==> config.mk <==
export PLATFORM = sky130hd
export DESIGN_NAME = power_meter_readout_converter
export DESIGN_NICKNAME = d
export VERILOG_FILES = /design/src/sv/pmrc_pkg.sv /design/src/sv/pmrc_mul.sv /design/src/sv/pmrc_div.sv /design/src/sv/power_meter_readout_converter.sv
export SDC_FILE = /design/constraint.sdc
export NUM_CORES = 2
export LEC_CHECK = 0
export BUFFER_PORTS_ARGS = -buffer_cell sky130_fd_sc_hd__buf_2
export CORE_ASPECT_RATIO = 0.8
export CORE_MARGIN = 2
export CORE_UTILIZATION = 53
export CTS_BUF_LIST = sky130_fd_sc_hd__clkbuf_4
export DETAILED_ROUTE_END_ITERATION = 8
export PLACE_DENSITY = 0.69
export SLEW_MARGIN = 20
export SYNTH_ARGS = -nofsm -noshare
export SYNTH_HDL_FRONTEND = slang
export SYNTH_SLANG_ARGS = --single-unit
==> constraint.sdc <==
create_clock -name i_clk -period 6.77 [get_ports i_clk]
set_input_delay 1.354 -clock i_clk [delete_from_list [all_inputs] [get_ports i_clk]]
set_output_delay 1.354 -clock i_clk [all_outputs]
set_load 0.1 [all_outputs]
==> src/sv/pmrc_pkg.sv <==
// Shared types, widths and constants of the power meter readout converter.
package pmrc_pkg;

    localparam int RAW_W   = 32;
    localparam int VAL_W   = 16;
    localparam int CNT_W   = 16;
    localparam int TIME_W  = 32;
    localparam int TOL_W   = 8;
    localparam int CFG_W   = 16;
    localparam int CIDX_W  = 3;

    // serial multiplier: a is shifted up, b is consumed one bit a cycle
    localparam int MUL_A_W = 32;
    localparam int MUL_B_W = 16;
    localparam int MUL_P_W = MUL_A_W + MUL_B_W;

    // serial divider: 36-bit numerator, 33-bit divisor, 16 quotient bits
    localparam int NUM_W   = 36;
    localparam int DEN_W   = TIME_W + 1;
    localparam int QUO_W   = 16;
    localparam int DCNT_W  = $clog2(QUO_W);

    localparam logic [MUL_B_W-1:0] K_VOLT   = MUL_B_W'(10);
    localparam logic [MUL_B_W-1:0] K_CURR   = MUL_B_W'(1000);
    localparam logic [MUL_B_W-1:0] K_ENERGY = MUL_B_W'(5);

    localparam logic [VAL_W-1:0] RST_LEARNED = VAL_W'(0);
    localparam logic [TOL_W-1:0] RST_TOL     = TOL_W'(20);
    localparam logic [VAL_W-1:0] RST_VLIM    = VAL_W'(2500);
    localparam logic [VAL_W-1:0] RST_CLIM    = VAL_W'(30000);
    localparam logic [VAL_W-1:0] RST_PLIM    = VAL_W'(50000);
    localparam logic [VAL_W-1:0] FREQ_SAT    = {VAL_W{1'b1}};

    localparam logic [CIDX_W-1:0] CFG_LEARNED = CIDX_W'(0);
    localparam logic [CIDX_W-1:0] CFG_TOL     = CIDX_W'(1);
    localparam logic [CIDX_W-1:0] CFG_VLIM    = CIDX_W'(2);
    localparam logic [CIDX_W-1:0] CFG_CLIM    = CIDX_W'(3);
    localparam logic [CIDX_W-1:0] CFG_PLIM    = CIDX_W'(4);

    typedef enum logic [2:0] {
        ACT_VOLTAGE = 3'd0,
        ACT_CURRENT = 3'd1,
        ACT_POWER   = 3'd2,
        ACT_ENERGY  = 3'd3,
        ACT_FREQ    = 3'd4,
        ACT_TAKE    = 3'd5
    } t_action;

    typedef enum logic [1:0] {
        ST_IDLE,
        ST_MUL,
        ST_DIV,
        ST_FIN
    } t_state;

endpackage

==> src/sv/pmrc_mul.sv <==
// Bit-serial shift-add multiplier, one multiplier bit per cycle.
module pmrc_mul
    import pmrc_pkg::*;
(
    input  logic               i_clk,
    input  logic               i_rst_n,
    input  logic               i_start,
    input  logic [MUL_A_W-1:0] i_a,
    input  logic [MUL_B_W-1:0] i_b,
    output logic               o_done,
    output logic [MUL_P_W-1:0] o_product
);

    logic               r_busy, n_busy;
    logic [MUL_P_W-1:0] r_acc, n_acc;
    logic [MUL_P_W-1:0] r_a, n_a;
    logic [MUL_B_W-1:0] r_b, n_b;

    // finishes as soon as the multiplier has no set bits left
    assign o_done    = r_busy && (r_b == '0);
    assign o_product = r_acc;

    always_comb begin
        n_busy = r_busy;
        n_acc  = r_acc;
        n_a    = r_a;
        n_b    = r_b;
        if (i_start) begin
            n_busy = 1'b1;
            n_acc  = '0;
            n_a    = MUL_P_W'(i_a);
            n_b    = i_b;
        end else if (o_done) begin
            n_busy = 1'b0;
        end else if (r_busy) begin
            if (r_b[0]) begin
                n_acc = r_acc + r_a;
            end
            n_a = {r_a[MUL_P_W-2:0], 1'b0};
            n_b = {1'b0, r_b[MUL_B_W-1:1]};
        end
    end

    always_ff @(posedge i_clk) begin
        if (!i_rst_n) begin
            r_busy <= 1'b0;
        end else begin
            r_busy <= n_busy;
        end
        r_acc <= n_acc;
        r_a   <= n_a;
        r_b   <= n_b;
    end

endmodule

==> src/sv/pmrc_div.sv <==
// Restoring serial divider, one quotient bit per cycle, 16-bit quotient.
module pmrc_div
    import pmrc_pkg::*;
(
    input  logic             i_clk,
    input  logic             i_rst_n,
    input  logic             i_start,
    input  logic [NUM_W-1:0] i_num,
    input  logic [DEN_W-1:0] i_den,
    output logic             o_done,
    output logic [QUO_W-1:0] o_quot
);

    localparam logic [DCNT_W-1:0] LAST_STEP = DCNT_W'(QUO_W - 1);

    logic              r_busy, n_busy;
    logic              r_done, n_done;
    logic [DCNT_W-1:0] r_cnt, n_cnt;
    logic [DEN_W-1:0]  r_den, n_den;
    logic [DEN_W-1:0]  r_rem, n_rem;
    // low numerator bits leave at the top, quotient bits enter at the bottom
    logic [QUO_W-1:0]  r_nq, n_nq;

    logic [DEN_W:0]    w_trial;
    logic [DEN_W:0]    w_diff;
    logic              w_ge;

    assign w_trial = {r_rem, r_nq[QUO_W-1]};
    assign w_diff  = w_trial - {1'b0, r_den};
    assign w_ge    = (w_trial >= {1'b0, r_den});

    assign o_done = r_done;
    assign o_quot = r_nq;

    always_comb begin
        n_busy = r_busy;
        n_done = 1'b0;
        n_cnt  = r_cnt;
        n_den  = r_den;
        n_rem  = r_rem;
        n_nq   = r_nq;
        if (i_start) begin
            // caller guarantees the upper numerator part is below the divisor
            n_busy = 1'b1;
            n_cnt  = '0;
            n_den  = i_den;
            n_rem  = DEN_W'(i_num[NUM_W-1:QUO_W]);
            n_nq   = i_num[QUO_W-1:0];
        end else if (r_busy) begin
            n_rem = w_ge ? w_diff[DEN_W-1:0] : w_trial[DEN_W-1:0];
            n_nq  = {r_nq[QUO_W-2:0], w_ge};
            n_cnt = r_cnt + 1'b1;
            if (r_cnt == LAST_STEP) begin
                n_busy = 1'b0;
                n_done = 1'b1;
            end
        end
    end

    always_ff @(posedge i_clk) begin
        if (!i_rst_n) begin
            r_busy <= 1'b0;
            r_done <= 1'b0;
        end else begin
            r_busy <= n_busy;
            r_done <= n_done;
        end
        r_cnt <= n_cnt;
        r_den <= n_den;
        r_rem <= n_rem;
        r_nq  <= n_nq;
    end

endmodule

==> src/sv/power_meter_readout_converter.sv <==
// Power meter readout converter: control, stored readings and result register.
// Request path: take energy, unused actions and invalid frequency requests go
//   straight to the result; the others pass the serial multiplier, and valid frequency
//   requests also the serial divider unless the quotient saturates.
// One request in flight: the next is accepted the cycle after its result is
//   loaded, set by the serial multiplier and the 16-step serial divider.
// Synchronous active-low reset restores the configuration registers and zeroes stores.
module power_meter_readout_converter
    import pmrc_pkg::*;
(
    input  logic              i_clk,
    input  logic              i_rst_n,

    input  logic              i_cfg_we,
    input  logic [CIDX_W-1:0] i_cfg_index,
    input  logic [CFG_W-1:0]  i_cfg_data,

    input  logic              i_in_valid,
    output logic              o_in_stall,
    input  logic [2:0]        i_action,
    input  logic [RAW_W-1:0]  i_raw_value,
    input  logic [CNT_W-1:0]  i_zero_cross_count,
    input  logic [TIME_W-1:0] i_first_cross_time,
    input  logic [TIME_W-1:0] i_last_cross_time,
    input  logic [CNT_W-1:0]  i_sample_rate_count,

    output logic              o_out_valid,
    input  logic              i_out_stall,
    output logic [VAL_W-1:0]  o_voltage,
    output logic [VAL_W-1:0]  o_current,
    output logic [VAL_W-1:0]  o_power,
    output logic [RAW_W-1:0]  o_energy_taken,
    output logic [VAL_W-1:0]  o_frequency,
    output logic              o_frequency_valid,
    output logic              o_relearn_needed,
    output logic              o_value_stored
);

    // ---------------- configuration registers ----------------
    logic [VAL_W-1:0] r_learned;
    logic [TOL_W-1:0] r_tol;
    logic [VAL_W-1:0] r_vlim;
    logic [VAL_W-1:0] r_clim;
    logic [VAL_W-1:0] r_plim;

    always_ff @(posedge i_clk) begin
        if (!i_rst_n) begin
            r_learned <= RST_LEARNED;
            r_tol     <= RST_TOL;
            r_vlim    <= RST_VLIM;
            r_clim    <= RST_CLIM;
            r_plim    <= RST_PLIM;
        end else if (i_cfg_we) begin
            unique case (i_cfg_index)
                CFG_LEARNED: r_learned <= i_cfg_data[VAL_W-1:0];
                CFG_TOL:     r_tol     <= i_cfg_data[TOL_W-1:0];
                CFG_VLIM:    r_vlim    <= i_cfg_data[VAL_W-1:0];
                CFG_CLIM:    r_clim    <= i_cfg_data[VAL_W-1:0];
                CFG_PLIM:    r_plim    <= i_cfg_data[VAL_W-1:0];
                default:     ;  // unknown index: write dropped
            endcase
        end
    end

    // ---------------- request decode ----------------
    t_action           w_in_action;
    logic [TIME_W-1:0] w_span;
    logic              w_freq_ok;
    logic [19:0]       w_samples_x10;
    logic [CNT_W-1:0]  w_count_m1;
    logic              w_needs_mul;
    logic [MUL_A_W-1:0] w_mul_a;
    logic [MUL_B_W-1:0] w_mul_b;

    assign w_in_action   = t_action'(i_action);
    assign w_span        = i_last_cross_time - i_first_cross_time;
    assign w_freq_ok     = (w_span != '0) && (i_sample_rate_count != '0)
                           && (i_zero_cross_count != '0);
    // samples*10 = samples*8 + samples*2
    assign w_samples_x10 = {1'b0, i_sample_rate_count, 3'b000}
                           + {3'b000, i_sample_rate_count, 1'b0};
    assign w_count_m1    = i_zero_cross_count - 1'b1;

    // frequency numerator is (count-1) * (samples*10), at most 36 bits
    always_comb begin
        w_mul_a     = i_raw_value;
        w_mul_b     = K_VOLT;
        w_needs_mul = 1'b1;
        unique case (w_in_action)
            ACT_VOLTAGE, ACT_POWER: w_mul_b = K_VOLT;
            ACT_CURRENT:            w_mul_b = K_CURR;
            ACT_ENERGY:             w_mul_b = K_ENERGY;
            ACT_FREQ: begin
                w_mul_a     = MUL_A_W'(w_samples_x10);
                w_mul_b     = w_count_m1;
                w_needs_mul = w_freq_ok;
            end
            default:                w_needs_mul = 1'b0;
        endcase
    end

    // ---------------- per-request registers ----------------
    t_state            r_state, n_state;
    t_action           r_action;
    logic              r_freq_ok;
    logic [DEN_W-1:0]  r_den;
    logic [VAL_W-1:0]  r_freq_q;

    // ---------------- arithmetic units ----------------
    logic               w_mul_start, w_mul_done;
    logic [MUL_P_W-1:0] w_prod;
    logic               w_div_start, w_div_done;
    logic [QUO_W-1:0]   w_quot;
    logic               w_sat;

    pmrc_mul u_mul (
        .i_clk     (i_clk),
        .i_rst_n   (i_rst_n),
        .i_start   (w_mul_start),
        .i_a       (w_mul_a),
        .i_b       (w_mul_b),
        .o_done    (w_mul_done),
        .o_product (w_prod)
    );

    pmrc_div u_div (
        .i_clk   (i_clk),
        .i_rst_n (i_rst_n),
        .i_start (w_div_start),
        .i_num   (w_prod[NUM_W-1:0]),
        .i_den   (r_den),
        .o_done  (w_div_done),
        .o_quot  (w_quot)
    );

    // quotient >= 2^16 exactly when numerator/2^16 >= divisor
    assign w_sat = (DEN_W'(w_prod[NUM_W-1:QUO_W]) >= r_den);

    // ---------------- sequencer ----------------
    logic r_out_valid;
    logic w_in_take;
    logic w_fin_fire;

    always_comb begin
        n_state = r_state;
        unique case (r_state)
            ST_IDLE: begin
                if (i_in_valid) begin
                    n_state = w_needs_mul ? ST_MUL : ST_FIN;
                end
            end
            ST_MUL: begin
                if (w_mul_done) begin
                    n_state = (r_action == ACT_FREQ && !w_sat) ? ST_DIV : ST_FIN;
                end
            end
            ST_DIV: begin
                if (w_div_done) begin
                    n_state = ST_FIN;
                end
            end
            ST_FIN: begin
                if (!r_out_valid || !i_out_stall) begin
                    n_state = ST_IDLE;
                end
            end
        endcase
    end

    always_comb begin
        o_in_stall  = 1'b1;
        w_in_take   = 1'b0;
        w_mul_start = 1'b0;
        w_div_start = 1'b0;
        w_fin_fire  = 1'b0;
        unique case (r_state)
            ST_IDLE: begin
                o_in_stall  = 1'b0;
                w_in_take   = i_in_valid;
                w_mul_start = i_in_valid && w_needs_mul;
            end
            ST_MUL:  w_div_start = w_mul_done && (r_action == ACT_FREQ) && !w_sat;
            ST_DIV:  ;
            ST_FIN:  w_fin_fire = !r_out_valid || !i_out_stall;
        endcase
    end

    always_ff @(posedge i_clk) begin
        if (!i_rst_n) begin
            r_state <= ST_IDLE;
        end else begin
            r_state <= n_state;
        end
        if (w_in_take) begin
            r_action  <= w_in_action;
            r_freq_ok <= w_freq_ok;
            r_den     <= {w_span, 1'b0};
        end
        if (r_state == ST_MUL && w_mul_done && w_sat) begin
            r_freq_q <= FREQ_SAT;
        end else if (w_div_done) begin
            r_freq_q <= w_quot;
        end
    end

    // ---------------- stored readings and result ----------------
    logic [VAL_W-1:0] r_volt, n_volt;
    logic [VAL_W-1:0] r_curr, n_curr;
    logic [VAL_W-1:0] r_pwr, n_pwr;
    logic [RAW_W-1:0] r_pending, n_pending;
    logic [RAW_W-1:0] r_last, n_last;
    logic [VAL_W-1:0] r_freq, n_freq;
    logic [RAW_W-1:0] n_taken;
    logic             n_fvalid, n_relearn, n_stored;

    logic             w_vp_fits, w_c_fits;
    logic [RAW_W-1:0] w_total;
    logic [VAL_W-1:0] w_fdiff;

    // voltage/power: product >> 8; current: product >> 14
    assign w_vp_fits = (w_prod[MUL_P_W-1:24] == '0);
    assign w_c_fits  = (w_prod[MUL_P_W-1:30] == '0);
    assign w_total   = w_prod[35:4];
    assign w_fdiff   = (r_freq_q >= r_learned) ? (r_freq_q - r_learned)
                                               : (r_learned - r_freq_q);

    always_comb begin
        n_volt    = r_volt;
        n_curr    = r_curr;
        n_pwr     = r_pwr;
        n_pending = r_pending;
        n_last    = r_last;
        n_freq    = r_freq;
        n_taken   = '0;
        n_fvalid  = 1'b0;
        n_relearn = 1'b0;
        n_stored  = 1'b0;
        unique case (r_action)
            ACT_VOLTAGE: begin
                if (w_vp_fits && w_prod[23:8] <= r_vlim) begin
                    n_volt   = w_prod[23:8];
                    n_stored = 1'b1;
                end
            end
            ACT_CURRENT: begin
                if (w_c_fits && w_prod[29:14] <= r_clim) begin
                    n_curr   = w_prod[29:14];
                    n_stored = 1'b1;
                end
            end
            ACT_POWER: begin
                if (w_vp_fits && w_prod[23:8] <= r_plim) begin
                    n_pwr    = w_prod[23:8];
                    n_stored = 1'b1;
                end
            end
            ACT_ENERGY: begin
                // only while no delta is pending and the total did not go back
                if (r_pending == '0 && w_total >= r_last) begin
                    n_pending = w_total - r_last;
                    n_last    = w_total;
                    n_stored  = 1'b1;
                end
            end
            ACT_FREQ: begin
                if (r_freq_ok) begin
                    n_freq    = r_freq_q;
                    n_fvalid  = 1'b1;
                    n_relearn = (w_fdiff > VAL_W'(r_tol));
                    n_stored  = 1'b1;
                end
            end
            ACT_TAKE: begin
                n_taken   = r_pending;
                n_pending = '0;
            end
            default: ;  // unused actions report the stores only
        endcase
    end

    logic [VAL_W-1:0] r_o_voltage, r_o_current, r_o_power, r_o_frequency;
    logic [RAW_W-1:0] r_o_taken;
    logic             r_o_fvalid, r_o_relearn, r_o_stored;

    always_ff @(posedge i_clk) begin
        if (!i_rst_n) begin
            r_volt      <= '0;
            r_curr      <= '0;
            r_pwr       <= '0;
            r_pending   <= '0;
            r_last      <= '0;
            r_freq      <= '0;
            r_out_valid <= 1'b0;
        end else begin
            if (w_fin_fire) begin
                r_volt    <= n_volt;
                r_curr    <= n_curr;
                r_pwr     <= n_pwr;
                r_pending <= n_pending;
                r_last    <= n_last;
                r_freq    <= n_freq;
            end
            if (w_fin_fire) begin
                r_out_valid <= 1'b1;
            end else if (!i_out_stall) begin
                r_out_valid <= 1'b0;
            end
        end
        if (w_fin_fire) begin
            r_o_voltage   <= n_volt;
            r_o_current   <= n_curr;
            r_o_power     <= n_pwr;
            r_o_taken     <= n_taken;
            r_o_frequency <= n_freq;
            r_o_fvalid    <= n_fvalid;
            r_o_relearn   <= n_relearn;
            r_o_stored    <= n_stored;
        end
    end

    assign o_out_valid       = r_out_valid;
    assign o_voltage         = r_o_voltage;
    assign o_current         = r_o_current;
    assign o_power           = r_o_power;
    assign o_energy_taken    = r_o_taken;
    assign o_frequency       = r_o_frequency;
    assign o_frequency_valid = r_o_fvalid;
    assign o_relearn_needed  = r_o_relearn;
    assign o_value_stored    = r_o_stored;

endmodule
# Word-level counts from Yosys, hierarchy flattened
# Index checks and enable logic that the tools add are counted.
dict set report word_totals {
  word_cells 178
  ff_bits 554
  latch_bits 0
  inputBits 155
  out_inout_bits 101
  ram_bits 0
  mem_bits_ro 0
  n_memories 0
}
dict set report classes {
  mul 0
  muxes 51
  magnitude_cmp 8
  shift 0
  n_eq_ne 24
  bitwise_logic 3
  reduce_logical 46
  n_div 0
  addsub 9
}
# operator n
set op_table {}
lappend op_table {{$mux 16} 14}
lappend op_table {{$mux 32} 5}
lappend op_table {{$pmux 32 s2} 1}
lappend op_table {{$sub 32x32->32} 2}
lappend op_table {{$add 48x48->48} 1}
lappend op_table {{$le 16x16->1} 3}
lappend op_table {{$pmux 16 s3} 1}
lappend op_table {{$mux 20} 2}
lappend op_table {{$ge 34x33->1} 1}
lappend op_table {{$ge 20x33->1} 1}
lappend op_table {{$mux 33} 1}
lappend op_table {{$sub 33x33->33} 1}
lappend op_table {{$ge 32x32->1} 1}
lappend op_table {{$logic_not 32->1} 1}
lappend op_table {{$reduce_bool 16->1} 2}
lappend op_table {{$reduce_bool 32->1} 1}
lappend op_table {{$sub 16x16->16} 2}
lappend op_table {{$logic_not 24->1} 1}
lappend op_table {{$add 19x17->20} 1}
lappend op_table {{$mux 1} 19}
lappend op_table {{$eq 3x2->1 const B} 6}
lappend op_table {{$logic_not 18->1} 1}
lappend op_table {{$ge 16x16->1} 1}
lappend op_table {{$gt 16x8->1} 1}
lappend op_table {{26 further kinds} 71}

# Depth between registers and ports, before layout
dict set report logic_depth {
  word_depth 9
  mapped_depth 26
  mapped_depth_nobuf 23
}

# By module
# A second synthesis with hierarchy kept.
dict set report hier_totals {
  cells_unflattened 3822
  area_unflattened_um2 35074.9
}
# mod n_inst seq_area_each_um2 cells_per_inst area_per_inst_um2
set by_module_without_submodules {}
lappend by_module_without_submodules {power_meter_readout_converter 1 8438.1 2448 22021.1}
lappend by_module_without_submodules {pmrc_mul 1 2742.6 787 7178.1}
lappend by_module_without_submodules {pmrc_div 1 2452.4 587 5875.6}

# Least setup slack after synthesis
# OpenSTA, ideal clock, no wires.
dict set report synth_timing {
  kind {input -> register}
  from {in i_last_cross_time[0]}
  to {reg u_mul.r_a[0] (enable)}
  required_time_ps 6292
  path_buffers 2
  setup_slack_ps 968
  cell_stages 16
  setup_time_ps 478
  arrival_ps 5323
  path_cell_list {inv_1 > ha_1 > fa_1 > nor2b_4 > o31ai_1 > a211o_1 > a211o_1 > o31ai_1 > xor2_1 > or4b_1 > nor4_2 > a31oi_1 > a31o_1 > buf_6 > buf_6 > or2_1}
}
dict set report synth_between {
  elab_chain_len 9
  word_cells_on_any_way 10
  classes_between {1 x add/sub; 1 x eq/ne; 2 x mux; 6 x reduce/logical}
}
# item line_no
set synth_lines {}
lappend synth_lines {{start, declared} power_meter_readout_converter.sv:24} ;# input logic [TIME_W-1:0] i_last_cross_time,
lappend synth_lines {{$sub 32x32->32 (*)} power_meter_readout_converter.sv:76} ;# assign w_span = i_last_cross_time - i_first_cross_time;
lappend synth_lines {{named net w_span[20]} power_meter_readout_converter.sv:67} ;# logic [TIME_W-1:0] w_span;
lappend synth_lines {{$reduce_bool 32->1 (*)} power_meter_readout_converter.sv:77} ;# assign w_freq_ok = (w_span != '0) && (i_sample_rate_count != '0)
lappend synth_lines {{$logic_and 1x1->1 (*)} power_meter_readout_converter.sv:77}
lappend synth_lines {{$logic_and 1x1->1 (*)} power_meter_readout_converter.sv:78} ;# && (i_zero_cross_count != '0);
lappend synth_lines {{named net w_freq_ok} power_meter_readout_converter.sv:68} ;# logic w_freq_ok;
lappend synth_lines {{$pmux 1 s2 (*)} power_meter_readout_converter.sv:89} ;# unique case (w_in_action)
lappend synth_lines {{$logic_and 1x1->1 (*)} power_meter_readout_converter.sv:180} ;# w_mul_start = i_in_valid && w_needs_mul;
lappend synth_lines {{$mux 1 (*)} power_meter_readout_converter.sv:176} ;# unique case (r_state)
lappend synth_lines {{$ne 2x1->1 (no line) / $reduce_bool 2->1 (equally long branches)} --}
lappend synth_lines {{$reduce_and 2->1 (no line) (*)} --}
lappend synth_lines {{end signal, assigned} pmrc_mul.sv:51} ;# r_a <= n_a;
lappend synth_lines {{end, declared} pmrc_mul.sv:16} ;# logic [MUL_P_W-1:0] r_a, n_a;
# Mark *: on every way through the listed nets, which the timed path passes. The rest lies on a longest branch.
# A chain may end at the register's enable or synchronous reset.

# Worst setup path in the final report
dict set report layout_timing {
  from {reg r_freq_q[0]}
  to {reg r_o_relearn (netlist: o_relearn_needed) (data pin)}
}
dict set report layout_between {
  elab_chain_len 3
  word_cells_on_any_way 5
  classes_between {2 x add/sub; 2 x order compare; 1 x mux}
}
# item line_no
set layout_lines {}
lappend layout_lines {{start, declared} power_meter_readout_converter.sv:107} ;# logic [VAL_W-1:0] r_freq_q;
lappend layout_lines {{start signal, assigned} power_meter_readout_converter.sv:202} ;# r_freq_q <= w_quot;
lappend layout_lines {{$sub 16x16->16 (tied with other cells)} power_meter_readout_converter.sv:225} ;# : (r_learned - r_freq_q);
lappend layout_lines {{$mux 16 (*)} power_meter_readout_converter.sv:224} ;# assign w_fdiff = (r_freq_q >= r_learned) ? (r_freq_q - r_learned)
lappend layout_lines {{$gt 16x8->1 (*)} power_meter_readout_converter.sv:269} ;# n_relearn = (w_fdiff > VAL_W'(r_tol));
lappend layout_lines {{end signal, assigned} power_meter_readout_converter.sv:316} ;# r_o_relearn <= n_relearn;
lappend layout_lines {{end, declared} power_meter_readout_converter.sv:283} ;# logic r_o_fvalid, r_o_relearn, r_o_stored;
# Every way passes the cells marked *; elsewhere a longest branch is shown, timed or not.

==> qor.yml <==
global_routing:
  grt_pass1_wl_mm: 140
  antenna_found_initial: 4
  grtUsageTotal_pct: 27.4
  overflow: 0
  grt_max_degree: 84
  grt_pass1_vias: 25200
route:
  drt-pass1-iter-count: 8
  drt_drc_violations_left: 0
  wl_per_cell_um: 18.6
  drtIter0Drc: 2109
  antenna_left: 0
  routed_wl_mm: 90.3
  vias: 27100
  post_drt_via_cell_ratio: 5.58
yosys:
  synthXorXnorAreaFrac_pct: 3.97
  synth_mux_area_share_pct: 8.01
  synth_fp_nets: 4040
  yosys.area_share.simple_pct: 15.8
  synth-adder-area-share_pct: 10.5
  netlist_area_um2: 33500
  ys_top_cells_by_count: "413 x nand2_1, 303 x dfxtp_1, 287 x inv_1"
  ys_ff_latch: 554
  synth_cells: 3609
  yosysTopAreaCellShare_pct: 22.5
  yosys.cell_count.top_type: "nand2_1"
  synth_edf_count: 251
  netlist-cell-type-count: 87
  synth_top_family_by_area: "compound AO/OA/AOI/OAI gates"
  avgSynthCellArea_um2: 9.29
  synth_ff_type: "dfxtp_1"
  ys_async_sr_fraction_pct: 0
  synthTopCellsByArea: "edfxtp_1 22%, dfxtp_1 18%, ha_1 10%, nand2_1 4.6%, mux2i_1 4.4%"
  synth-seq-area-share_pct: 40.6
  synth_warnings: 0
  synth_compound_area_share_pct: 16.1
  synth_top_cell_by_area: "edfxtp_1"
floorplan:
  core_um2: 62600
  die_area_um2: 65300
  fp.dieW_um: 285
  die_y_um: 229
  start_util_pct: 53.6
  row_count: 82
  boundaryPins: 256
sta:
  setup_viol: 0
  clock_skew_ns: 0.0726
  rsz0062_at_grt: "false"
  worst_pin_slew_ns: 1.18
  finalCriticalPeriod_ns: 5.33
  hold_viol: 0
  fin_setup_tns_ns: 0
  maxSlewHeadroom_pct: 20.6
  drv_slew: 0
  fmax_mhz: 188
  period_share_pct: 78.8
finish:
  n_fill_cell: 5574
  layout.nets: 4333
  area_delta_synth_final_pct: 11.9
  drive_above_1_share_pct: 16.7
job:
  max-cap-violations: 0
critical_path:
  r2r-end: "o_relearn_needed"
  crit_type: "reg2reg"
  max_stage_delay_ns: 0.42
  cpMostUsedCell: "a21oi_1"
  cp-start-kind: "register"
  critPathSlowestCell: "a311o_1"
  rr_worst_depth: 24
  cp.required_ns: 7.47
  worstSetupEndpointType: "register"
  worst-r2r-setup-slack_ns: 1.44
  cp_max_fo: 23
  arrival_ns: 6.04
  r2r_start: "r_freq_q[0]"
  crit_chain: "inv_1, ha_1, inv_1, fa_1, a21oi_1, nor2_1, a311oi_1, o2bb2ai_1, a21oi_1, a311o_1, buf_4, mux2i_1, o21ai_0, a21oi_1, xnor2_1, ha_1, a21o_1, a21o_1, a21oi_1, o21ai_0, o21ai_0, nand4b_1, nor4_1, a41oi_1"
cts:
  clk_pin_slew_ns: 0.06
  cts_tree: "done"
  postCtsResizedCells: 0
  cts_inserted_buffers: 143
  hold_buffers: 0
  clockBufferDepth: 3
  clk_latency_ns: 1.01
  ctsRootBufferMaster: "clkbuf_4"
  htreeDepth: 4
  post_cts_buffers: 0
  cts.sinks: 554
run_status:
  outcome: "completed"
hold_path:
  min_to: "u_div.r_den[14]"
  hold_path_depth: 0
  min_from: "r_den[14]"
  hold_class: "reg2reg"
placement:
  gp_congestion: 0.915
  place_hpwl_mm: 66.5
  numPortBuffers: 255
pwr:
  peakVddDrop_uv: 140
  power_density_nw_per_um2: 328
  finalPower_w: 0.0123
  leakage_nw: 16.6
==> cells by family after synthesis <==
group / after synthesis
AOI/OAI and AO/OA: 831
xor gates and xnor gates: 152
adders and majority gates: 276
buffers and inverters: 438
DFF: 554
muxes: 245
and+or+nand+nor: 1113
==> layout by cell type (no fill, tap or decap), drive strengths merged, types with 37 or more instances in the layout <==
cell | synthesis | routed
xor2 | 75 | 75
o21ai | 160 | 160
xnor2 | 77 | 77
nor4 | 40 | 40
nor2 | 250 | 250
edfxtp | 251 | 251
o21a | 37 | 37
ha | 269 | 269
buf | 25 | 297
a21oi | 258 | 258
nand4 | 39 | 39
mux2i | 146 | 146
a21o | 95 | 95
inv | 287 | 295
o211ai | 52 | 52
and2 | 54 | 54
nand3 | 43 | 43
nor2b | 99 | 99
clkbuf | 124 | 222
nor3 | 49 | 49
mux2 | 99 | 99
dfxtp | 303 | 303
nand2 | 413 | 413
==> per-stage QoR <==
step,worst slack [ns],hold slack [ns],util [%],cells,instance area [um^2]
2_1_floorplan,0.968,0.426,-,3609,33500
3_3_place_gp,0.671,0.431,56.9,4597,35600
3_5_place_dp,0.549,0.442,56.9,4597,35600
4_1_cts,1.55,0.449,59.9,4859,37500
5_1_grt,1.19,0.443,60.0,4865,37500
6_report,1.44,0.456,60.0,4865,37500
==> power breakdown <==
part           switching, W  total (W)  internal, W
Sequential         0.000468    0.00443      0.00396
Clock               0.00139    0.00297      0.00158
Combinational       0.00305    0.00491      0.00186
==> state kept, by name (all words and copies together), names as in the netlist, 32 cells and up <==
| name | cells |
|---|---|
| u_mul.o_product | 48 |
| r_last | 32 |
| o_energy_taken | 32 |
| u_mul.r_a | 48 |
| r_den | 32 |
| r_pending | 32 |
| u_div.r_den | 32 |
| u_div.r_rem | 33 |
==> worst max-delay path: cells and delay by family (launching register included) <==
kind / cells / cell delay [ns]
compound gates: 13 / 2.55
xor+xnor: 1 / 0.14
fa+ha+maj: 3 / 0.81
buf+inv: 3 / 0.40
flops: 1 / 0.35
mux: 1 / 0.16
simple gates: 3 / 0.63
==> worst max path at each step <==
stage	startpoint	end	cells after the start
floorplan	i_last_cross_time[0]	u_mul.r_a[0]	16
global placement	i_first_cross_time[0]	u_mul.r_a[12]	15
detailed placement	i_first_cross_time[0]	u_mul.r_a[12]	15
CTS	r_freq_q[0]	o_relearn_needed	24
global route	r_freq_q[0]	o_relearn_needed	24
finish	r_freq_q[0]	o_relearn_needed	24
==> per-layer routing <==
layer	wire, um	track usage (%)	vias up
li1	-	-	13500
met1	43600	40.5	12500
met5	14	0	-
met3	8580	7.73	140
met2	36100	38.0	992
met4	2050	9.11	2
==> final cells by class <==
type,count,area (um^2),area share (%)
tap,840,1050,2.80
clock inverter,40,226,0.603
clock buffer,222,1670,4.44
inverter,289,1090,2.90
sequential,554,13600,36.3
antenna,6,15.0,0.0400
multi-input combinational,2617,18200,48.6
timing repair buffer,297,1630,4.35
(Power assumes the default switching activity.)
